File: config.mk
export PLATFORM = sky130hd
export DESIGN_NAME = stable_sorted_successor_table_unit
export DESIGN_NICKNAME = d
export VERILOG_FILES = /design/src/rtl/ssst_pkg.sv /design/src/rtl/ssst_ram.sv /design/src/rtl/stable_sorted_successor_table_unit.sv
export SDC_FILE = /design/constraint.sdc
export NUM_CORES = 2
export LEC_CHECK = 0
export ABC_AREA = 1
export BUFFER_PORTS_ARGS = -buffer_cell sky130_fd_sc_hd__buf_4
export CAP_MARGIN = 20
export CORE_ASPECT_RATIO = 1.1
export CORE_UTILIZATION = 35
export CTS_BUF_LIST = sky130_fd_sc_hd__clkbuf_8 sky130_fd_sc_hd__clkbuf_16
export CTS_CLUSTER_SIZE = 24
export DETAILED_ROUTE_END_ITERATION = 7
export GPL_TIMING_DRIVEN = 0
export SYNTH_ARGS = -nofsm -noshare
export SYNTH_HDL_FRONTEND = slang
export SYNTH_SLANG_ARGS = --single-unit
File: constraint.sdc
create_clock -name i_clk -period 4.3 [get_ports i_clk]
set_input_delay 0.645 -clock i_clk [delete_from_list [all_inputs] [get_ports i_clk]]
set_output_delay 0.645 -clock i_clk [all_outputs]
set_load 0.01 [all_outputs]
File: src/rtl/ssst_pkg.sv
// Shared field widths, operation codes and status codes of the sorted successor table.
package ssst_pkg;

    localparam int OP_W     = 2;
    localparam int VALUE_W  = 14;
    localparam int SLOT_W   = 6;
    localparam int NEXT_W   = 7;
    localparam int STATUS_W = 2;

    localparam logic [VALUE_W-1:0] VALUE_LIMIT = 14'd10000;

    localparam logic [OP_W-1:0] OP_CLEAR  = 2'd0;
    localparam logic [OP_W-1:0] OP_INSERT = 2'd1;
    localparam logic [OP_W-1:0] OP_READ   = 2'd2;

    localparam logic [STATUS_W-1:0] ST_OK    = 2'd0;
    localparam logic [STATUS_W-1:0] ST_FULL  = 2'd1;
    localparam logic [STATUS_W-1:0] ST_EMPTY = 2'd2;
    localparam logic [STATUS_W-1:0] ST_RANGE = 2'd3;

endpackage

File: src/rtl/ssst_ram.sv
// Generic single-write, single-read RAM with registered read data.
module ssst_ram #(
    parameter int WIDTH = 8,
    parameter int DEPTH = 64
) (
    input  logic                     i_clk,
    input  logic                     i_we,
    input  logic [$clog2(DEPTH)-1:0] i_waddr,
    input  logic [WIDTH-1:0]         i_wdata,
    input  logic [$clog2(DEPTH)-1:0] i_raddr,
    output logic [WIDTH-1:0]         o_rdata
);

    logic [WIDTH-1:0] r_mem [DEPTH];
    logic [WIDTH-1:0] r_rdata;

    always_ff @(posedge i_clk) begin
        if (i_we) begin
            r_mem[i_waddr] <= i_wdata;
        end
        r_rdata <= r_mem[i_raddr];
    end

    assign o_rdata = r_rdata;

endmodule

File: src/rtl/stable_sorted_successor_table_unit.sv
// Stable sorted successor table: slot store with links in stable ascending value order.
// Clear, rejected insert/read, unused op go straight to the result; other reads wait on the RAM.
// An insert scans every filled slot for its predecessor, one value RAM read and compare per
//   cycle, then reads the predecessor's link (not at a new head), writes the slot and splices.
// Throughput: one item at a time; the next item is taken once the result is delivered.
// Reset: synchronous, active low; empties the table (fill count 0, head none) at once.
module stable_sorted_successor_table_unit
    import ssst_pkg::*;
#(
    parameter int DEPTH = 64
) (
    input  logic                i_clk,
    input  logic                i_rst_n,
    // input channel
    input  logic                i_valid,
    output logic                o_stall,
    input  logic [OP_W-1:0]     i_op,
    input  logic [VALUE_W-1:0]  i_value,
    input  logic [SLOT_W-1:0]   i_slot,
    // result channel
    output logic                o_valid,
    input  logic                i_stall,
    output logic [SLOT_W-1:0]   o_slot_out,
    output logic [VALUE_W-1:0]  o_value_out,
    output logic [NEXT_W-1:0]   o_next_slot,
    output logic [STATUS_W-1:0] o_status
);

    // AW addresses a slot; CW holds a fill count or a link, both of which reach DEPTH.
    localparam int AW = $clog2(DEPTH);
    localparam int CW = $clog2(DEPTH + 1);
    localparam logic [CW-1:0]     NONE_LINK = CW'(DEPTH);
    localparam logic [NEXT_W-1:0] NONE_OUT  = NEXT_W'(DEPTH);

    typedef enum logic [2:0] {
        S_IDLE,
        S_SCAN,
        S_LINK,
        S_LINK_WAIT,
        S_WRITE,
        S_SPLICE,
        S_READ_WAIT,
        S_DONE
    } t_state;

    t_state              r_state;
    logic [CW-1:0]       r_fill;
    logic [CW-1:0]       r_head;
    logic [VALUE_W-1:0]  r_val;
    logic [CW-1:0]       r_idx;       // next slot to read during the scan
    logic                r_pend;      // a scan read is in flight
    logic [AW-1:0]       r_cmp_idx;   // slot of the data now on the RAM output
    logic                r_found;     // some entry is not above the new value
    logic [AW-1:0]       r_best;      // predecessor slot so far
    logic [VALUE_W-1:0]  r_best_val;
    logic [CW-1:0]       r_cur;       // successor of the new slot
    logic [SLOT_W-1:0]   r_slot_out;
    logic [VALUE_W-1:0]  r_value_out;
    logic [NEXT_W-1:0]   r_next_out;
    logic [STATUS_W-1:0] r_status;

    logic                val_we;
    logic                link_we;
    logic [AW-1:0]       raddr;
    logic [AW-1:0]       link_waddr;
    logic [CW-1:0]       link_wdata;
    logic [VALUE_W-1:0]  val_rdata;
    logic [CW-1:0]       link_rdata;
    logic                take;
    logic                cmp_hit;
    logic                read_ok;

    assign take    = i_valid && (r_state == S_IDLE);
    assign o_stall = (r_state != S_IDLE);
    assign o_valid = (r_state == S_DONE);

    // Scan compare: the entry is not above the new value and is at least the best so far.
    // Slots come in ascending order, so ties go to the later slot, which keeps order stable.
    assign cmp_hit = (val_rdata <= r_val) && (!r_found || (val_rdata >= r_best_val));

    assign read_ok = (32'(i_slot) < 32'(DEPTH)) && (32'(i_slot) < 32'(r_fill));

    // RAM port steering per sequencer step
    always_comb begin
        val_we     = 1'b0;
        link_we    = 1'b0;
        raddr      = r_best;
        link_waddr = r_fill[AW-1:0];
        link_wdata = r_cur;
        unique case (r_state)
            S_IDLE: begin
                raddr = AW'(i_slot);
            end
            S_SCAN: begin
                raddr = r_idx[AW-1:0];
            end
            S_WRITE: begin
                val_we  = 1'b1;
                link_we = 1'b1;
            end
            S_SPLICE: begin
                link_we    = r_found;
                link_waddr = r_best;
                link_wdata = r_fill;
            end
            default: begin
                raddr = r_best;
            end
        endcase
    end

    ssst_ram #(
        .WIDTH (VALUE_W),
        .DEPTH (DEPTH)
    ) u_value_ram (
        .i_clk   (i_clk),
        .i_we    (val_we),
        .i_waddr (r_fill[AW-1:0]),
        .i_wdata (r_val),
        .i_raddr (raddr),
        .o_rdata (val_rdata)
    );

    ssst_ram #(
        .WIDTH (CW),
        .DEPTH (DEPTH)
    ) u_link_ram (
        .i_clk   (i_clk),
        .i_we    (link_we),
        .i_waddr (link_waddr),
        .i_wdata (link_wdata),
        .i_raddr (raddr),
        .o_rdata (link_rdata)
    );

    // Sequencer: state, table bookkeeping and the result register
    always_ff @(posedge i_clk) begin
        if (!i_rst_n) begin
            r_state <= S_IDLE;
            r_fill  <= '0;
            r_head  <= NONE_LINK;
        end else begin
            unique case (r_state)
                S_IDLE: begin
                    if (take) begin
                        // default result: nothing stored, tail successor
                        r_slot_out  <= '0;
                        r_value_out <= '0;
                        r_next_out  <= NONE_OUT;
                        r_status    <= ST_OK;
                        r_state     <= S_DONE;
                        unique case (i_op)
                            OP_CLEAR: begin
                                r_fill <= '0;
                                r_head <= NONE_LINK;
                            end
                            OP_INSERT: begin
                                if (i_value > VALUE_LIMIT) begin
                                    r_status <= ST_RANGE;
                                end else if (r_fill >= NONE_LINK) begin
                                    r_status <= ST_FULL;
                                end else begin
                                    r_val   <= i_value;
                                    r_idx   <= '0;
                                    r_pend  <= 1'b0;
                                    r_found <= 1'b0;
                                    r_state <= S_SCAN;
                                end
                            end
                            OP_READ: begin
                                r_slot_out <= i_slot;
                                if (read_ok) begin
                                    // RAM read was issued this cycle from the slot field
                                    r_state <= S_READ_WAIT;
                                end else begin
                                    r_status <= ST_EMPTY;
                                end
                            end
                            default: begin
                                r_status <= ST_OK;
                            end
                        endcase
                    end
                end
                S_SCAN: begin
                    // evaluate the entry read last cycle
                    if (r_pend && cmp_hit) begin
                        r_found    <= 1'b1;
                        r_best     <= r_cmp_idx;
                        r_best_val <= val_rdata;
                    end
                    // issue the next read, or drain and move on
                    if (r_idx < r_fill) begin
                        r_pend    <= 1'b1;
                        r_cmp_idx <= r_idx[AW-1:0];
                        r_idx     <= r_idx + 1'b1;
                    end else begin
                        r_pend <= 1'b0;
                        if (!r_pend) begin
                            r_state <= S_LINK;
                        end
                    end
                end
                S_LINK: begin
                    // the predecessor's link is read here; with none, the new slot heads the list
                    if (r_found) begin
                        r_state <= S_LINK_WAIT;
                    end else begin
                        r_cur   <= r_head;
                        r_state <= S_WRITE;
                    end
                end
                S_LINK_WAIT: begin
                    r_cur   <= link_rdata;
                    r_state <= S_WRITE;
                end
                S_WRITE: begin
                    // value and successor of the new slot are written this cycle
                    r_state <= S_SPLICE;
                end
                S_SPLICE: begin
                    if (!r_found) begin
                        r_head <= r_fill;
                    end
                    r_fill      <= r_fill + 1'b1;
                    r_slot_out  <= SLOT_W'(r_fill);
                    r_value_out <= r_val;
                    r_next_out  <= NEXT_W'(r_cur);
                    r_status    <= ST_OK;
                    r_state     <= S_DONE;
                end
                S_READ_WAIT: begin
                    r_value_out <= val_rdata;
                    r_next_out  <= NEXT_W'(link_rdata);
                    r_status    <= ST_OK;
                    r_state     <= S_DONE;
                end
                S_DONE: begin
                    // hold the result until the receiver takes it
                    if (!i_stall) begin
                        r_state <= S_IDLE;
                    end
                end
                default: begin
                    r_state <= S_IDLE;
                end
            endcase
        end
    end

    assign o_slot_out  = r_slot_out;
    assign o_value_out = r_value_out;
    assign o_next_slot = r_next_out;
    assign o_status    = r_status;

endmodule

==> results.md <==
* Status: finished, violations left
* Failing checks: negative setup slack
* Nets at 6966
* Lkg Pwr at roughly 32 nW
* Final ANT Viol Nets at 0
* H-tree depth at 4
* Syn avg cell area at around 10 µm²
* MaxCap Viol Count at 0
* Yosys cell types at 37
* Critical path's top delay family: simple AND/OR/NAND/NOR gates
* Hold Crit Start: i_rst_n
* Final worst slack at -0.0434 ns
* FF-to-FF Start: r_state[2]
* CP Launch Type: flop
* Reg power frac at 0.312
* Setup CP Type: flop to flop
* CTS Root Cell: clkbuf_16
* Multiplexer share of the synthesized area at 0
* Synth Instances at about 6.5k
* Buf+Inv Stages, Crit Path at 5
* Min-delay worst type: primary input to flop
* Crit Path Max Fanout at 10
* Fmax at between 0.2 and 0.25 GHz
* Sequential share of the synthesized area at 0.652
* Crit. path cell count at 9
* Gpl congestion at around 0.99
* Power per cell area at roughly 670 mW/mm²
* Minimum clock period at approximately 4.3 ns
* Clk sink count at 1467
* DR vias at between 50k and 60k
* Setup slack at placement at -0.0701 ns
* Switch Pwr at ~23 mW
* DRC Markers at 0
* Skew final at approximately 0.027 ns
* Largest net degree at the start of global routing at 29
* Total Routing Usage GR at 0.241
* Most frequent cells in the layout: inv_1 (1437), edfxtp_1 (1429), nand3_1 (1293)
* CP Data Required Time at about 4.8 ns
* CP max stage cell: nor2_1
* Core area at 0.190 mm²
* DP Wirelength at ~170 mm
* Synth Register Bits at between 1k and 1.5k
* CTS Buf Count at roughly 160
* Final Hold Fails at 0
* Ports at between 50 and 60
* Via density at approximately 5.4
* Starting DRT DRC Count at around 7.1k
* Clock transition at the registers of the reported paths at approximately 0.060 ns
* CP Capture Type: flop
* Area share of fa/ha/maj cells after synthesis at 0.00841
* Combinational share of power at 0.436
* RSZ-0062 raised after global routing: yes
* Maximum root-to-sink buffer count at 3
* Yosys warning count at 0
* # setup viols final at 28
* Final setup TNS at -0.922 ns
* Post-CTS setup buffers at 0
* Commonest non-fill, non-tap cell in the layout: inv_1
* Crit-path cells: inv_2 -> buf_4 -> nor2_1 -> inv_2 -> o21ai_0 -> buf_4 -> buf_2 -> nand4_1 -> nor2_1
* Initial antenna violation count at 9
* Crit path DAT at roughly 4.8 ns
* Worst Hold End: r_fill[0]
* RR Endpoint: u_link_ram.r_mem[10][5]
* Hold Crit Depth at 3
* Synthesized cell area at approximately 0.067 mm²
* Internal power at 29.7 mW
* Yosys top cell area share at 0.641
* Top FF cell, synth: edfxtp_1
* Post-synthesis simple-gate area fraction at 0.216
* Worst Reg-to-Reg Cells at 9
* Post-DR wirelength/cell at approximately 25 µm
* Layout area overhead at 17.4%
* Maximum vdd ir drop at roughly 0.45 mV
* Die ar. at around 0.19 mm²
* GRT overflow at 0
* Max Slew Vio Count at 0
* TritonRoute pass-1 iters at 8
* Reg2reg setup slack at -0.04 ns
* Switching part of the total power at 0.438
* Total wire length at roughly 240 mm
* Vias in the first global route at 48.5k
* Initial Utilization at 0.352
* Worst path max stage delay at 0.95 ns
* Die Y at between 400 and 500 µm
* CTS tree: yes
* Compound-Gate Fraction of Synth Area at 0.0136
* Slew margin rel. at 0.204
* First-pass GRT wire length at between 300 and 400 mm
* Layout cells sized above 1 at 0.0973
* Largest family of logic cells by synthesized area: simple AND/OR/NAND/NOR gates
* Post-synth EDFFs at 1429
* Actual slew at the worst max-slew pin at between 1 and 1.5 ns
* Largest cells by area after synthesis: edfxtp_1 (64%), nand3_1 (9.7%), inv_1 (7.9%)
* Async SR Flop Fraction at 0
* Synth Area in XOR/XNOR at 0.000131
* Die W at around 420 µm
* Mapped Nets at ~6.6k
* Clk_lat worst skew at 0.83 ns
* IO buf count at between 50 and 60
* Post-synth top area cell: edfxtp_1
* Row Count at about 170
* Clock power frac at 0.252
* Tcrit/Tclk final at 1.01
-- timing repair --
action,CTS,global route
hold buffers,14,0
endpoints found under the hold margin,14,0
resized for setup,3,0
pin swaps,0,1
setup endpoints to repair,14,57
-- cell usage after synthesis (6+ instances only) --
library cell  instances
buf_1                25
o21ai_0              96
ha_1                 45
nand2_1             834
buf_2               150
nor4_1                8
o31ai_1               6
nand3_1            1293
nand4_1             649
inv_1              1406
inv_2                 7
a21oi_1              45
nor3_1               11
o22ai_1               8
buf_4                47
clkbuf_1            220
edfxtp_1           1429
dfxtp_1              38
nor2_1              162
-- worst max-delay path by stage --
stage | endpoint | from | slack [ns]
floorplan | u_link_ram.r_mem[0][4] | r_state[1] | 0.23
global placement | u_link_ram.r_mem[34][5] | r_state[2] | -7.18
detailed placement | u_link_ram.r_mem[6][0] | r_state[2] | -0.07
CTS | u_link_ram.r_mem[50][1] | r_state[2] | -0.001
global route | u_link_ram.r_mem[50][0] | r_state[2] | -0.14
finish | u_link_ram.r_mem[10][5] | r_state[2] | -0.04
-- through the flow --
| stage | cell area, µm² | power, mW | cells | hold WS, ns | util |
|---|---|---|---|---|---|
| 2_1_floorplan | 67000 | 29.3 | 6509 | 0.400 | - |
| 4_1_cts | 78500 | 52.1 | 9561 | 0.153 | 0.413 |
| 3_5_place_dp | 73400 | 39.0 | 9261 | 0.413 | 0.386 |
| 3_3_place_gp | 70600 | 38.6 | 9115 | 0.405 | 0.371 |
| 6_report | 78600 | 52.9 | 9580 | 0.194 | 0.413 |
| 5_1_grt | 78600 | 54.5 | 9573 | 0.223 | 0.413 |
-- flip-flops by register name (all words and copies together) (netlist names), 6 cells and up --
register and cells:
u_value_ram.r_mem 896, u_link_ram.r_mem 448, o_value_out 14, r_best_val 14
r_val 14, u_value_ram.o_rdata 14, o_next_slot 7, r_cur 7
r_fill 7, r_head 7, r_idx 7, u_link_ram.o_rdata 7
o_slot_out 6, r_best 6, r_cmp_idx 6
-- tightest hold or removal path: cells and delay by family --
family | cells | cell delay [ns]
AND/OR/NAND/NOR | 2 | 0.19
buffers and inverters | 1 | 0.13
-- area by class of cell --
cell class	instances	area, µm²
clock inverter	125	996
fill	18100	112000
multi-input combinational	3181	16100
antenna	7	17.5
tap	2550	3190
buffer	445	2060
clock buffer	161	3970
inverter	1416	5320
sequential	1467	43700
timing repair buffer	228	3360
-- layer usage --
layer  GRT usage  wire length (µm)
met1       0.309             91400
met2       0.381            108000
met3      0.0499             23500
met4       0.129             13600
met5           0                27
-- cell families (layout without fill, tap and decap cells) --
family,after synthesis,count (layout)
buffers and inverters,1861,2375
AOI/OAI and AO/OA,170,170
other,0,7
adders and majority gates,45,45
and+or+nand+nor,2965,2965
xor gates and xnor gates,1,1
DFF,1467,1467
-- power by group through the flow --
stage	logic, mW	clock network [mW]	registers [mW]
after floorplan	12.5	0	16.8
after global placement	21.5	0	17.0
after detailed placement	22.2	0	16.8
after CTS	22.3	13.4	16.5
after global routing	24.1	13.9	16.5
final	23.1	13.3	16.5
No activity file was read; power rests on OpenSTA's default activity.
